$ cat src/rtl/lsee_pkg.sv
// ----------------------------------------------------------------------------
// LED strip effect engine package
// Shared types, constants and command codes.
// ----------------------------------------------------------------------------
package lsee_pkg;

  localparam int unsigned MaxLeds  = 256;
  localparam int unsigned AddrW    = 8;
  localparam int unsigned PixW     = 24;
  localparam int unsigned CfgIdxW  = 1;
  localparam int unsigned CfgDataW = 9;

  localparam logic [CfgIdxW-1:0] CFG_MAX_LEVEL    = 1'd0;
  localparam logic [CfgIdxW-1:0] CFG_STRIP_LENGTH = 1'd1;

  typedef enum logic [2:0] {
    FUNC_SET     = 3'd0,
    FUNC_WHEEL   = 3'd1,
    FUNC_RAINBOW = 3'd2,
    FUNC_MOVE    = 3'd3,
    FUNC_READ    = 3'd4,
    FUNC_NOP5    = 3'd5,
    FUNC_NOP6    = 3'd6,
    FUNC_NOP7    = 3'd7
  } func_e;

  typedef struct packed {
    logic [2:0]  func;
    logic [15:0] pixel_index;
    logic [7:0]  red;
    logic [7:0]  green;
    logic [7:0]  blue;
    logic [15:0] step_value;
  } cmd_t;

  typedef struct packed {
    logic [7:0] out_red;
    logic [7:0] out_green;
    logic [7:0] out_blue;
    logic       index_ok;
  } rsp_t;

  typedef enum logic [3:0] {
    ST_IDLE,
    ST_CLEAR,
    ST_DIV,
    ST_WRITE1,
    ST_RB_DIV,
    ST_RB_WR,
    ST_MV_DIV,
    ST_MV_RD,
    ST_MV_WAIT,
    ST_MV_WR,
    ST_RD,
    ST_RD_WAIT,
    ST_DONE
  } state_e;

  // divider control
  typedef struct packed {
    logic        start;
    logic [15:0] dividend;
    logic [8:0]  divisor;
  } div_req_t;

  // seg is the quotient mod 6
  typedef struct packed {
    logic        done;
    logic [2:0]  seg;
    logic [8:0]  rem;
  } div_rsp_t;

endpackage

$ cat src/rtl/lsee_div.sv
// ----------------------------------------------------------------------------
// Shared divider
// Restoring radix-2 divider, 16-bit dividend by 9-bit divisor.
// The quotient mod 6 is accumulated as the quotient bits come out.
// ----------------------------------------------------------------------------
module lsee_div (
  input  logic              clk_i,
  input  logic              rst_ni,
  input  lsee_pkg::div_req_t req_i,
  output lsee_pkg::div_rsp_t rsp_o
);
  import lsee_pkg::*;

  logic [15:0] quot_q, quot_d;
  logic [8:0]  rem_q, rem_d;
  logic [8:0]  dvs_q, dvs_d;
  logic [2:0]  seg_q, seg_d;
  logic [4:0]  cnt_q, cnt_d;
  logic        busy_q, busy_d;
  logic        done_q, done_d;
  logic [9:0]  trial;
  logic        qbit;
  logic [3:0]  seg_x;

  always_comb begin
    quot_d = quot_q;
    rem_d  = rem_q;
    dvs_d  = dvs_q;
    seg_d  = seg_q;
    cnt_d  = cnt_q;
    busy_d = busy_q;
    done_d = 1'b0;
    trial  = {rem_q, quot_q[15]};
    qbit   = (trial >= {1'b0, dvs_q});
    seg_x  = {seg_q, qbit};
    if (req_i.start) begin
      quot_d = req_i.dividend;
      rem_d  = '0;
      dvs_d  = req_i.divisor;
      seg_d  = '0;
      cnt_d  = 5'd0;
      busy_d = 1'b1;
    end else if (busy_q) begin
      if (qbit) begin
        rem_d = 9'(trial - {1'b0, dvs_q});
        quot_d = {quot_q[14:0], 1'b1};
      end else begin
        rem_d = trial[8:0];
        quot_d = {quot_q[14:0], 1'b0};
      end
      seg_d = (seg_x >= 4'd6) ? 3'(seg_x - 4'd6) : seg_x[2:0];
      cnt_d = 5'(cnt_q + 5'd1);
      if (cnt_q == 5'd15) begin
        busy_d = 1'b0;
        done_d = 1'b1;
      end
    end
  end

  always_ff @(posedge clk_i or negedge rst_ni) begin
    if (!rst_ni) begin
      busy_q <= 1'b0;
      done_q <= 1'b0;
      cnt_q  <= '0;
    end else begin
      busy_q <= busy_d;
      done_q <= done_d;
      cnt_q  <= cnt_d;
    end
  end

  always_ff @(posedge clk_i) begin
    quot_q <= quot_d;
    rem_q  <= rem_d;
    dvs_q  <= dvs_d;
    seg_q  <= seg_d;
  end

  assign rsp_o.done = done_q;
  assign rsp_o.seg  = seg_q;
  assign rsp_o.rem  = rem_q;

  ap_done_pulse: assert property (@(posedge clk_i) disable iff (!rst_ni)
    done_q |=> !done_q) else $error("divider done held");
  ap_done_idle: assert property (@(posedge clk_i) disable iff (!rst_ni)
    done_q |-> !busy_q) else $error("divider done while busy");
  ap_cnt: assert property (@(posedge clk_i) disable iff (!rst_ni)
    busy_q |-> cnt_q <= 5'd15) else $error("divider count overrun");

endmodule

$ cat config.mk
export PLATFORM = sky130hd
export DESIGN_NAME = lsee_div
export DESIGN_NICKNAME = d
export VERILOG_FILES = /design/src/rtl/lsee_pkg.sv /design/src/rtl/lsee_div.sv
export SDC_FILE = /design/constraint.sdc
export NUM_CORES = 1
export LEC_CHECK = 0
export BUFFER_PORTS_ARGS = -buffer_cell sky130_fd_sc_hd__buf_2
export CAP_MARGIN = 5
export CORE_ASPECT_RATIO = 0.75
export CORE_MARGIN = 5
export CORE_UTILIZATION = 40
export CTS_CLUSTER_SIZE = 24
export DETAILED_ROUTE_END_ITERATION = 8
export PLACE_DENSITY = 0.63
export SETUP_SLACK_MARGIN = 0.2
export SYNTH_ARGS = -nofsm -noshare
export SYNTH_HDL_FRONTEND = slang
export SYNTH_SLANG_ARGS = --single-unit
export TNS_END_PERCENT = 50
$ cat constraint.sdc
create_clock -name clk_i -period 3.72 [get_ports clk_i]
set_input_delay 0.186 -clock clk_i [delete_from_list [all_inputs] [get_ports clk_i]]
set_output_delay 0.186 -clock clk_i [all_outputs]
set_load 0.05 [all_outputs]
==> impl_metrics.py <==
metrics = {
    "grt": {
        "grt_pass1_vias": 1477,
        "gr-total-overflow": 0,
        "grt_antenna_before_repair": 0,
        "grt_max_degree": 28,
        "grt_pass1_wl_um": 7280,
        "grtUsageTotal": 0.125,
    },
    "timing": {
        "drv_slew": 0,
        "max_freq_mhz": 421,
        "finalHoldViolCount": 0,
        "period_share": 0.639,
        "rsz0062_at_grt": "false",
        "fin_setup_tns_ns": 0,
        "min_period_ns": 2.38,
        "skew_ns": 0.00635,
        "relSlewSlack": 0.441,
        "whs_ns": 0.0599,
        "setup_viol": 0,
        "worstMarginPinSlew_ns": 0.838,
    },
    "die": {
        "dieArea_mm2": 0.00741,
        "core_mm2": 0.00571,
        "die_h_um": 75.8,
        "initial_utilization": 0.405,
        "fp.dieW_um": 97.8,
        "fp-row-count": 24,
        "io_pins": 41,
    },
    "route": {
        "firstDrtPassIters": 4,
        "wl_per_cell_um": 13.8,
        "num_vias": 1653,
        "ant_nets": 0,
        "via_per_inst": 5.04,
        "drc": 0,
        "drt_iter0_drc": 102,
        "wl_um": 4530,
    },
    "yosys": {
        "synth_common_cells": "edfxtp_1, nor2_1, mux2_2, nand2_1, inv_1",
        "async_flop_share": 0.159,
        "synth_compound_area_frac": 0.146,
        "synth-seq-area-share": 0.505,
        "synthSimpleGateAreaFrac": 0.123,
        "muxShareOfSynthArea": 0.0823,
        "syn_avg_cell_area_um2": 11.0,
        "synth_top_area_cell": "edfxtp_1",
        "synth_area_leaders": "edfxtp_1, dfxtp_1, mux2_2, dfrtp_1, ha_1",
        "synth_edf_count": 25,
        "syn-num-nets": 251,
        "ys_seq_elements": 44,
        "synth_top_area_share": 0.325,
        "syn_area_mm2": 0.00231,
        "post-synth-top-count-cell": "edfxtp_1",
        "yosysWarningCount": 0,
        "synth_top_family_by_area": "compound AO/OA/AOI/OAI gates",
        "synth_flop_cell": "edfxtp_1",
        "synthXorXnorAreaFrac": 0.0303,
        "synth_cell_types": 43,
        "synthAdderAreaFrac": 0.0682,
        "synthCells": 211,
    },
    "power_and_ir_drop": {
        "ir_drop_mv": 0.259,
        "total_power_mw": 1.79,
        "p_per_area_mw_per_mm2": 667,
        "leakage_nw": 1.15,
    },
    "setup_path": {
        "path_class": "reg -> reg",
        "arrival_ns": 2.58,
        "cp-startpoint": "quot_q[15]",
        "cpLargestDelayFamily": "compound AO/OA/AOI/OAI gates",
        "worstReg2RegStart": "quot_q[15]",
        "crit_buf_inv": 1,
        "endpoint_kind": "register",
        "worstPathMaxFanout": 9,
        "start_kind": "register",
        "path_cells": "inv_1 -> ha_1 -> fa_1 -> nand2b_1 -> a211oi_2 -> o2111ai_2 -> a21o_1 -> a311oi_1",
        "slowest_delay_ns": 0.39,
        "cp.required_ns": 3.93,
        "slowest_stage": "fa_1",
    },
    "clocking": {
        "clock-sinks": 44,
        "ctsResizeCount": 0,
        "path_clk_slew_ns": 0.08,
        "cts_tree": "built",
        "numCtsBuffers": 5,
        "clockBufferDepth": 2,
        "htreeDepth": 2,
        "clock-root-buffer": "clkbuf_8",
        "worst_skew_pair.late_latency_ns": 0.30,
    },
    "worst_hold_path": {
        "min-delay-start": "req_i[6]",
        "holdCritPathClass": "in -> reg",
    },
    "placed_design": {
        "place_area_mm2": 0.00257,
        "place.gp.congestion": 0.767,
        "port_buffers": 40,
        "dp.cells": 319,
        "dp_hpwl_um": 3160,
    },
    "finish": {
        "diodes": 0,
        "areaGrowthSynthToFinish_pct": 16.2,
        "drive_gt1_frac": 0.280,
        "design_area_mm2": 0.00269,
        "nNetsFinal": 289,
        "final_cells": 328,
    },
    "status": {
        "status": "finished, final reports clean",
    },
    "run": {
        "drv_cap": 0,
    },
}
flip-flops by register name (all words and copies together), names as in the netlist:
register	cells
dvs_q	9
cnt_q	5
done_q	1
rem_q	9
seg_q	3
quot_q	16
busy_q	1
per-stage QoR:
stage | setup slack [ns] | util
6_report | 1.34 | 0.471
5_1_grt | 1.13 | 0.471
2_1_floorplan | 1.28 | -
3_5_place_dp | 1.38 | 0.450
4_1_cts | 1.34 | 0.471
3_3_place_gp | 1.44 | 0.450
per-layer routing:
metal | global-route usage | share of wire | vias up
li1 | - | - | 847
met1 | 0.169 | 0.50 | 750
met2 | 0.190 | 0.41 | 50
met3 | 0.0421 | 0.075 | 6
met4 | 0.0461 | 0.011 | 0
met5 | 0 | 0 | -
final timing paths:
| check | end | slack, ns | cells after the start |
|---|---|---|---|
| worst max-delay path | rem_q[0] | 1.34 | 8 |
| worst min-delay path | dvs_q[6] | 0.06 | 1 |
| worst max register to register | rem_q[0] | 1.34 | 8 |
| worst min register to register | seg_q[2] | 0.48 | 2 |
| max in group asynchronous | cnt_q[1] | 3.31 | 2 |
| min in group asynchronous | cnt_q[3] | 0.24 | 2 |
kinds of logic (layout without fill, tap and decap cells):
logic type      Yosys count  in the layout
compound gates           46             46
xor+xnor                  8              8
fa+ha+maj                12             12
buf+inv                  25             64
flops                    44             44
mux                      17             17
simple gates             59             59
report_power, final:
part / switching, mW / total [mW] / leakage (nW) / internal, mW
clock: 0.166 / 0.366 / 0.0552 / 0.200
sequential: 0.0644 / 0.668 / 0.446 / 0.603
combinational: 0.493 / 0.758 / 0.653 / 0.265
total: 0.724 / 1.79 / 1.15 / 1.07
cells in the final DEF (no fill, tap or decap), types with 7 or more instances in the layout:
cell type	instances
dfxtp_1	12
nor2_1	21
mux2_2	16
nand2_1	14
ha_1	11
edfxtp_1	25
a21oi_1	9
dfrtp_1	7
buf_2	40
inv_1	13
final cells by class:
cell class	count	area, um^2
Multi-Input combinational cell	142	1040
Clock inverter	2	35.0
Fill cell	554	3020
Timing Repair Buffer	43	225
Tap cell	78	97.6
Sequential cell	44	1170
Inverter	13	48.8
Clock buffer	6	72.6
timing repair:
action | CTS | global route
hold buffers | 1 | 0
hold endpoints to repair | 7 | 0
buffers inserted | 0 | 0
Note: power is estimated with default switching activity, not from simulation.
