`src/rtl/lsee_ram.sv`:
```
// ----------------------------------------------------------------------------
// Generic single-port RAM
// One write or read per cycle, registered read data.
// ----------------------------------------------------------------------------
module lsee_ram #(
  parameter int unsigned Width = 8,
  parameter int unsigned Depth = 16
) (
  input  logic                     clk_i,
  input  logic                     we_i,
  input  logic [$clog2(Depth)-1:0] addr_i,
  input  logic [Width-1:0]         wdata_i,
  output logic [Width-1:0]         rdata_o
);

  logic [Width-1:0] mem_q [Depth];

  always_ff @(posedge clk_i) begin
    if (we_i) begin
      mem_q[addr_i] <= wdata_i;
    end
    rdata_o <= mem_q[addr_i];
  end

endmodule

```
`config.mk`:
```
export PLATFORM = sky130hd
export DESIGN_NAME = lsee_ram
export DESIGN_NICKNAME = d
export VERILOG_FILES = /design/src/rtl/lsee_ram.sv
export SDC_FILE = /design/constraint.sdc
export NUM_CORES = 1
export LEC_CHECK = 0
export BUFFER_PORTS_ARGS = -buffer_cell sky130_fd_sc_hd__buf_4
export CAP_MARGIN = 15
export CORE_MARGIN = 2
export CORE_UTILIZATION = 40
export DETAILED_ROUTE_END_ITERATION = 10
export PLACE_DENSITY = 0.6
export SLEW_MARGIN = 25
export SYNTH_ARGS = -nofsm -noshare
export SYNTH_HDL_FRONTEND = slang
export SYNTH_SLANG_ARGS = --single-unit
```
`constraint.sdc`:
```
create_clock -name clk_i -period 1.94 [get_ports clk_i]
set_input_delay 0.097 -clock clk_i [delete_from_list [all_inputs] [get_ports clk_i]]
set_output_delay 0.097 -clock clk_i [all_outputs]
set_load 0.02 [all_outputs]
```
==> flow_summary_export.csv, run 1 <==
group,metric,value,unit
power_and_ir_drop,p_sw_share,19.3,%
route,drt_wl_total,9.50,mm
synth,yosysSeqAreaShare,79.0,%
power_and_ir_drop,p_switching,1300,µW
synth,syn_area,5070,µm²
clock_network,numCtsBuffers,17,
final_layout,drive_above_1_share,33.8,%
synth,yosysTopAreaCell,"edfxtp_1",
floorplan,io_pins,22,
sta,fin_crit_sh,71.2,%
floorplan,die_x,117,µm
route,ant_nets,0,
setup_path,slowest_delay,0.46,ns
power_and_ir_drop,power,6740,µW
min_path,hold_path_class,"in -> reg",
setup_path,setup.worst_path.end_class,"flop",
synth,avgSynthCellArea,22.0,µm²
floorplan,core,12500,µm²
global_routing,grt_pass1_vias,2582,
global_routing,grt_use_total,15.8,%
synth,synth_nets,244,
sta,hold_viol_final,0,
route,drtPass1Iterations,5,
route,avgRoutedWirePerCell,20.3,µm
setup_path,worstSetupPathType,"reg -> reg",
clock_network,clockRootBuffer,"clkbuf_16",
sta,rsz0062_at_grt,"no",
floorplan,die_h,117,µm
route,route.vias.total,2350,
synth,synth.area.top_cells,"edfxtp_1 (76%), mux4_2 (14%), dfxtp_1 (3.2%), a22oi_1 (2.4%), nor2_1 (0.96%)",
clock_network,clkLatencyLatePin,0.40,ns
clock_network,post_cts_buffers,0,
power_and_ir_drop,p_int,5440,µW
sta,slew_headroom,46.7,%
sta,tightest_slew,0.796,ns
setup_path,start_kind,"flop",
placement,dp_hpwl,6.17,mm
global_routing,antenna_found_initial,0,
setup_path,crit_chain,"mux4_2 -> a22oi_1 -> nand2_1",
sta,drv_slew,0,
floorplan,initial_core_util,40.5,%
power_and_ir_drop,power_frac_comb,5.2,%
clock_network,path_clk_slew,0.06,ns
route,initialDrtViolationCount,197,
sta,finalCriticalPeriod,1.38,ns
synth,ys_ff_latch,136,
floorplan,dieArea,13600,µm²
synth,syn-instance-count,230,
sta,fmax,724,MHz
route,drcViolationCount,0,
power_and_ir_drop,seq_power_share,49.0,%
final_layout,nets,297,
sta,fin_worst_skew,0.00643,ns
sta,setup_viol,0,
synth,synth_commonest_cells,"edfxtp_1 (128), mux4_2 (32), a22oi_1 (16)",
global_routing,grt_max_degree,24,
setup_path,crit_arrival,1.66,ns
power_and_ir_drop,p_leak,0.00204,µW
power_and_ir_drop,clock_power_share,45.7,%
flow_run,cap_violations,0,
sta,fin_tns_setup,0,ns
clock_network,cts_sinks,136,
placement,port-buffer-count,21,
floorplan,rows,41,
global_routing,grt_pass1_wl,14.8,mm
power_and_ir_drop,ir_worst_vdd,0.716,mV
synth,synth_cell_types,18,
final_layout,syn_to_final_growth,21.6,%
synth,synth_warnings,0,
final_layout,fin_util,49.2,%
clock_network,cts_tree,"yes",
synth,synth_flop_cell,"edfxtp_1",
synth,synth_top_area_share,75.9,%
setup_path,crit_slowest_cell,"mux4_2",
placement,place.gp.congestion,0.791,
outcome,run_status,"finished clean",
global_routing,gr-total-overflow,0,
synth,async_reset_ff_share,0,%
setup_path,crit_path_max_fanout,1,
synth,synth_most_common_cell,"edfxtp_1",
power_and_ir_drop,p_per_area,1090,nW/µm²
route,vias_per_cell,5.02,
clock_network,cts-htree-levels,4,
setup_path,required,2.22,ns
final_layout,diodes,0,
clock_network,cts_buffer_depth,2,
synth,synth-edff-count,128,
## metal layers
| metal | vias to the layer above | track usage (%) | share of wire [%] |
|---|---|---|---|
| met1 | 1221 | 19.4 | 41 |
| met3 | 10 | 4.36 | 5.3 |
| met4 | 0 | 6.35 | 1.2 |
| met5 | - | 0 | 0 |
| met2 | 57 | 26.6 | 53 |
| li1 | 1062 | - | - |
## layout by cell type, fill, tap and decap left out
cell | netlist | routed
bufinv_16 | 0 | 3
clkbuf_16 | 0 | 17
nor2b_1 | 2 | 2
clkinv_2 | 0 | 4
and2_1 | 1 | 1
dfxtp_1 | 8 | 8
clkinv_1 | 0 | 4
clkbuf_1 | 2 | 3
nand2_1 | 9 | 9
nand3b_1 | 2 | 2
buf_12 | 0 | 2
dlygate4sd3_1 | 0 | 3
mux4_2 | 32 | 32
nand3_1 | 1 | 1
nand2b_1 | 2 | 2
or3b_2 | 1 | 1
nor2_1 | 13 | 13
buf_4 | 0 | 40
a22oi_1 | 16 | 16
edfxtp_1 | 128 | 128
clkinvlp_4 | 0 | 1
nor3_1 | 4 | 4
## power by group through the flow
stage               Combinational, µW  Clock, µW  Sequential, µW
floorplan                         169          0            3380
global placement                  351          0            3360
detailed placement                354          0            3360
CTS                               360       3130            3310
global route                      386       3270            3310
finish                            353       3080            3300
## final timing paths
kind                               start               endpoint  slack [ns]  depth (start not counted)
setup / recovery   mem_q[0][6]$_DFFE_PP_     rdata_o[6]$_DFF_P_        0.56                          3
hold / removal                wdata_i[0]  mem_q[2][0]$_DFFE_PP_        0.02                          1
setup reg to reg   mem_q[0][6]$_DFFE_PP_     rdata_o[6]$_DFF_P_        0.56                          3
hold reg to reg   mem_q[14][4]$_DFFE_PP_     rdata_o[4]$_DFF_P_        0.66                          3
## through the flow
stage | hold WS (ns) | worst slack, ns | cell area (µm²) | std cells
floorplan | 0.196 | 0.350 | 5070 | 230
global placement | 0.407 | 0.309 | 5560 | 433
detailed placement | 0.419 | 0.242 | 5560 | 433
CTS | 0.00164 | 0.560 | 6160 | 468
global route | 0.0195 | 0.499 | 6160 | 468
finish | 0.0155 | 0.558 | 6160 | 468
## critical path, delay by kind of cell (launching register included)
| kind | cells | cell delay [ns] |
|---|---|---|
| and+or+nand+nor | 1 | 0.10 |
| muxes | 1 | 0.46 |
| AOI/OAI and AO/OA | 1 | 0.31 |
| DFF | 1 | 0.39 |
## registers in the layout (all words and copies together), names as in the netlist
name / flops
mem_q: 128
rdata_o: 8
## layout make-up
class / instances / area, µm²
flip-flops and latches: 136 / 4000
well taps: 172 / 215
clock inverters: 12 / 133
clock buffers: 20 / 437
multi-input cells: 83 / 1000
fillers: 1049 / 6350
repair buffers: 45 / 370
## cell families (layout without fill, tap and decap cells)
kind of cell / count (synthesis) / in the layout / synth area share [%]
AO/OA/AOI/OAI: 16 / 16 / 2.37
buffers and inverters: 11 / 77 / 1.19
flip-flops: 136 / 136 / 79.0
multiplexers: 32 / 32 / 14.2
AND/OR/NAND/NOR: 35 / 35 / 3.21
## timing repair
item | in CTS | in global routing
hold endpoints to repair | 28 | 0
hold buffers | 3 | 0
resized for setup | 0 | 0
No activity file was read; power rests on OpenSTA's default activity.
==> run 2, diff against run 1 <==
PLACE_DENSITY = 0.62   (was 0.6)
clock period = 1.2 ns   (was 1.94 ns; I/O delays follow)
==> run 2 against run 1 <==
Against the previous run:
- the run now ends with negative setup slack left
- global-route usage rose by 2.2 points
- clock power grew 73%
- non-clock buffer count increased by 41
- setup slack worse by 0.66 ns
- power grew 70%
- critical path depth did not move
- flip-flop and latch count is the same
- cell count is 8.8% higher
- clock-buffer cell count rose by 3
- critical endpoint is now rdata_o[2]$_DFF_P_
- largest cell class unchanged
==> flow_summary_export.csv, run 2 (synthesis results as in run 1) <==
group,metric,value,unit
floorplan,dieArea,13600,µm²
setup_path,crit_path_max_fanout,1,
setup_path,crit_buf_inv,0,
sta,hold_viol_final,0,
sta,slew_headroom,41.0,%
global_routing,antenna_found_initial,0,
placement,place_inst,469,
setup_path,crit_slowest_cell,"mux4_2",
clock_network,clockRootBuffer,"clkbuf_16",
sta,fin_worst_skew,0.00729,ns
final_layout,stdcell_count,509,
setup_path,crit_family,"multiplexers",
floorplan,core,12500,µm²
global_routing,grt_pass1_wl,16.5,mm
placement,dp_worst_setup_slack,-0.276,ns
clock_network,cts-htree-levels,4,
outcome,run_status,"complete, but fails checks",
sta,fmax,767,MHz
clock_network,numCtsBuffers,17,
setup_path,setup.worst_path.end_class,"flop",
final_layout,fin_util,54.8,%
final_layout,syn_to_final_growth,35.4,%
global_routing,grt_max_degree,20,
placement,place.gp.congestion,0.727,
final_layout,largest_register_ffs,128,
route,drt_wl_total,10.7,mm
final_layout,layout_commonest_cell,"edfxtp_1",
flow_run,cap_violations,0,
floorplan,initial_core_util,40.5,%
route,avgRoutedWirePerCell,21.0,µm
final_layout,mostFrequentLayoutCells,"edfxtp_1 (128), buf_4 (65), mux4_2 (32)",
sta,drv_slew,0,
global_routing,gr-total-overflow,0,
floorplan,die_h,117,µm
sta,finalCriticalPeriod,1.30,ns
clock_network,cts_tree,"yes",
placement,port-buffer-count,21,
clock_network,clkLatencyLatePin,0.42,ns
sta,tightest_slew,0.883,ns
final_layout,drive_above_1_share,51.6,%
power_and_ir_drop,power,11400,µW
final_layout,top_regs,"mem_q x128, rdata_o x8",
power_and_ir_drop,p_per_area,1670,nW/µm²
route,route.vias.total,2616,
setup_path,required,1.49,ns
route,drcViolationCount,0,
clock_network,path_clk_slew,0.05,ns
setup_path,crit_arrival,1.60,ns
final_layout,diodes,0,
sta,setup_viol,7,
placement,dp_hpwl,7.28,mm
route,initialDrtViolationCount,247,
floorplan,die_x,117,µm
min_path,hold_path_class,"in -> reg",
setup_path,worstSetupPathType,"reg -> reg",
outcome,violations,"negative setup slack",
sta,rsz0062_at_grt,"yes",
setup_path,slowest_delay,0.49,ns
power_and_ir_drop,ir_worst_vdd,0.904,mV
global_routing,grt_use_total,18.0,%
power_and_ir_drop,p_leak,0.00233,µW
floorplan,rows,41,
final_layout,largest-register,"mem_q",
sta,fin_crit_sh,109,%
clock_network,post_cts_buffers,0,
sta,fin_tns_setup,-0.385,ns
final_layout,nets,338,
clock_network,cts_sinks,136,
route,ant_nets,0,
global_routing,grt_pass1_vias,2719,
sta,fin_ws,-0.104,ns
floorplan,io_pins,22,
clock_network,cts_buffer_depth,2,
route,drtPass1Iterations,4,
route,vias_per_cell,5.14,
setup_path,crit_chain,"mux4_2 -> a22oi_2 -> nand2_1",
setup_path,start_kind,"flop",
==> run 2: cell types whose count changed in the layout (fill, tap and decap cells not counted), sizes merged <==
cell / previous run / this run
buf: 42 / 78
clkbuf: 20 / 23
dlygate4sd3: 3 / 8
clkinvlp: 1 / 0
clkinv: 8 / 6
==> run 2: worst paths after layout <==
path                          startpoint            endpoint  slack [ns]  depth (start not counted)
setup / recovery   mem_q[3][2]$_DFFE_PP_  rdata_o[2]$_DFF_P_       -0.10                          3
hold / removal                 addr_i[3]  rdata_o[1]$_DFF_P_        0.25                          5
setup reg to reg   mem_q[3][2]$_DFFE_PP_  rdata_o[2]$_DFF_P_       -0.10                          3
hold reg to reg   mem_q[12][5]$_DFFE_PP_  rdata_o[5]$_DFF_P_        0.69                          3
==> run 2: metrics by stage <==
| step | area [µm²] | hold slack, ns |
|---|---|---|
| 2_1_floorplan | 5200 | 0.159 |
| 3_3_place_gp | 6100 | 0.364 |
| 3_5_place_dp | 6100 | 0.385 |
| 4_1_cts | 6850 | 0.231 |
| 5_1_grt | 6860 | 0.273 |
| 6_report | 6860 | 0.253 |
==> run 2: area by class of cell <==
cell class,instances,area (µm²)
Multi-Input combinational cell,83,1190
Clock inverter,9,120
Clock buffer,23,498
Fill cell,1009,5660
Sequential cell,136,4000
Tap cell,172,215
Timing Repair Buffer,86,828
==> run 2: power by group <==
part / internal [µW] / switching, µW
Combinational: 371 / 388
Sequential: 5310 / 34.5
Clock: 3520 / 1810
==> run 2: worst min-delay path: cells and delay by family <==
family | cells | cell delay [ns]
AO/OA/AOI/OAI | 1 | 0.17
AND/OR/NAND/NOR | 2 | 0.15
buffers and inverters | 2 | 0.23
==> run 2: timing repair <==
item / in CTS / in global routing
resized for setup: 10 / 3
hold buffers: 8 / 0
hold endpoints to repair: 128 / 0
setup endpoints to repair: 8 / 8
pin swaps: 10 / 3
==> run 2: metal layers <==
layer / routed length, µm / GRT usage [%]
met1: 4700 / 23.2
met2: 5210 / 28.2
met3: 514 / 5.45
met4: 279 / 8.39
met5: 0 / 0
==> run 3, diff against run 2 <==
PLACE_DENSITY = 0.6   (was 0.62)
SLEW_MARGIN = default   (was 25)
clock period = 1.5 ns   (was 1.2 ns; I/O delays follow)
==> run 3 against run 2 <==
Against the previous run:
- the run now ends clean
- die area is the same
- non-clock buffer count decreased by 27
- clock skew grew 0.0042 ns
- via count decreased by 7.2%
- final area is 7.9% lower
- first-iteration DRC count down 7.3%
- maximum frequency is 6.4% lower
- highest routed layer unchanged
==> flow_summary_export.csv, run 3 (synthesis results as in run 1) <==
group,metric,value,unit
placement,dp_hpwl,6.40,mm
sta,finalCriticalPeriod,1.39,ns
final_layout,drive_above_1_share,37.4,%
setup_path,crit_path_max_fanout,1,
global_routing,grt_use_total,16.4,%
flow_run,cap_violations,0,
sta,slew_headroom,45.7,%
setup_path,crit_family,"multiplexers",
final_layout,seq_area,4000,µm²
floorplan,die_x,117,µm
setup_path,crit_arrival,1.68,ns
power_and_ir_drop,power,8830,µW
setup_path,slowest_delay,0.46,ns
clock_network,numCtsBuffers,17,
clock_network,post_cts_buffers,0,
setup_path,required,1.79,ns
sta,fin_crit_sh,92.9,%
global_routing,grt_pass1_vias,2547,
route,route.vias.total,2427,
min_path,hold_path_class,"in -> reg",
final_layout,largest_register_ffs,128,
global_routing,antenna_found_initial,0,
floorplan,initial_core_util,40.5,%
placement,dp_worst_setup_slack,0.0274,ns
setup_path,crit_chain,"mux4_2 -> a22oi_1 -> nand2_1",
setup_path,setup.worst_path.end_class,"flop",
global_routing,grt_max_degree,33,
setup_path,crit_buf_inv,0,
clock_network,cts_sinks,136,
sta,fin_ws,0.107,ns
clock_network,clockRootBuffer,"clkbuf_16",
clock_network,path_clk_slew,0.06,ns
final_layout,layout_commonest_cell,"edfxtp_1",
clock_network,cts_tree,"yes",
final_layout,multiInputGateArea,1010,µm²
sta,drv_slew,0,
sta,fmax,718,MHz
placement,port-buffer-count,21,
final_layout,mostFrequentLayoutCells,"edfxtp_1 (128), buf_4 (48), mux4_2 (32)",
final_layout,diodes,0,
final_layout,top_regs,"mem_q x128, rdata_o x8",
setup_path,crit_slowest_cell,"mux4_2",
route,vias_per_cell,5.04,
setup_path,r2r_setup_slack,0.11,ns
sta,fin_worst_skew,0.0115,ns
setup_path,worstSetupPathType,"reg -> reg",
clock_network,cts_buffer_depth,2,
power_and_ir_drop,p_per_area,1400,nW/µm²
route,drt_wl_total,10.0,mm
clock_network,cts_hold_buf,8,
route,initialDrtViolationCount,229,
global_routing,grt_pass1_wl,15.2,mm
setup_path,start_kind,"flop",
floorplan,die_h,117,µm
route,ant_nets,0,
power_and_ir_drop,p_leak,0.00212,µW
power_and_ir_drop,ir_worst_vdd,0.815,mV
sta,hold_viol_final,0,
floorplan,core,12500,µm²
clock_network,cts_resized,0,
clock_network,clkLatencyLatePin,0.42,ns
placement,place.gp.congestion,0.739,
sta,setup_viol,0,
final_layout,largest-register,"mem_q",
clock_network,cts-htree-levels,4,
final_layout,syn_to_final_growth,24.7,%
final_layout,nets,311,
sta,tightest_slew,0.813,ns
route,avgRoutedWirePerCell,20.7,µm
floorplan,io_pins,22,
route,drcViolationCount,0,
outcome,run_status,"finished clean",
floorplan,dieArea,13600,µm²
global_routing,gr-total-overflow,0,
floorplan,rows,41,
sta,rsz0062_at_grt,"no",
route,drtPass1Iterations,4,
final_layout,fillers,1035,
[run 3: cell types whose count changed in the layout (fill, tap and decap cells not counted), moves of 3 or more]
cell and delta:
buf_12 -10, clkinv_2 -4, nor3_1 +3, nor2_1 +12, a22oi_2 -13, a22oi_1 +13
nor2_4 -12, clkinv_4 +5, buf_4 -17, clkbuf_8 -4
[run 3: final cells by class]
class	instances	area share (%)
timing repair buffer	59	7.92
clock buffer	18	6.95
sequential	136	63.4
tap	172	3.41
clock inverter	14	2.38
multi-input combinational	83	16.0
[run 3: worst paths after layout]
check	start	cells past startpoint	endpoint
hold reg to reg	mem_q[4][2]$_DFFE_PP_	3	rdata_o[2]$_DFF_P_
hold / removal	addr_i[2]	4	rdata_o[3]$_DFF_P_
setup reg to reg	mem_q[2][4]$_DFFE_PP_	3	rdata_o[4]$_DFF_P_
setup / recovery	mem_q[2][4]$_DFFE_PP_	3	rdata_o[4]$_DFF_P_
[run 3: worst register-to-register path: stages, from the launching register on]
cell,delay (ns)
edfxtp_1,0.36
mux4_2,0.46
a22oi_1,0.34
nand2_1,0.10
[run 3: power breakdown]
part / switching [µW] / internal [µW]
Sequential: 29.8 / 4250
Clock: 1580 / 2500
Combinational: 258 / 223
[run 3: routing by layer]
layer | routed length, µm | track usage [%]
met1 | 4670 | 22.5
met2 | 4870 | 25.0
met3 | 330 | 4.88
met4 | 129 | 6.59
met5 | 0 | 0
[run 3: through the flow]
step                      hold slack [ns]  cells  setup TNS, ns  cell area [µm²]  utilization (%)
final                               0.267    482              0             6320             50.5
after global placement              0.391    442              0             5650             45.1
after CTS                           0.261    482              0             6320             50.5
after detailed placement            0.397    442              0             5650             45.1
after global routing                0.290    482              0             6320             50.5
after floorplan                     0.174    230         -0.473             5070                -
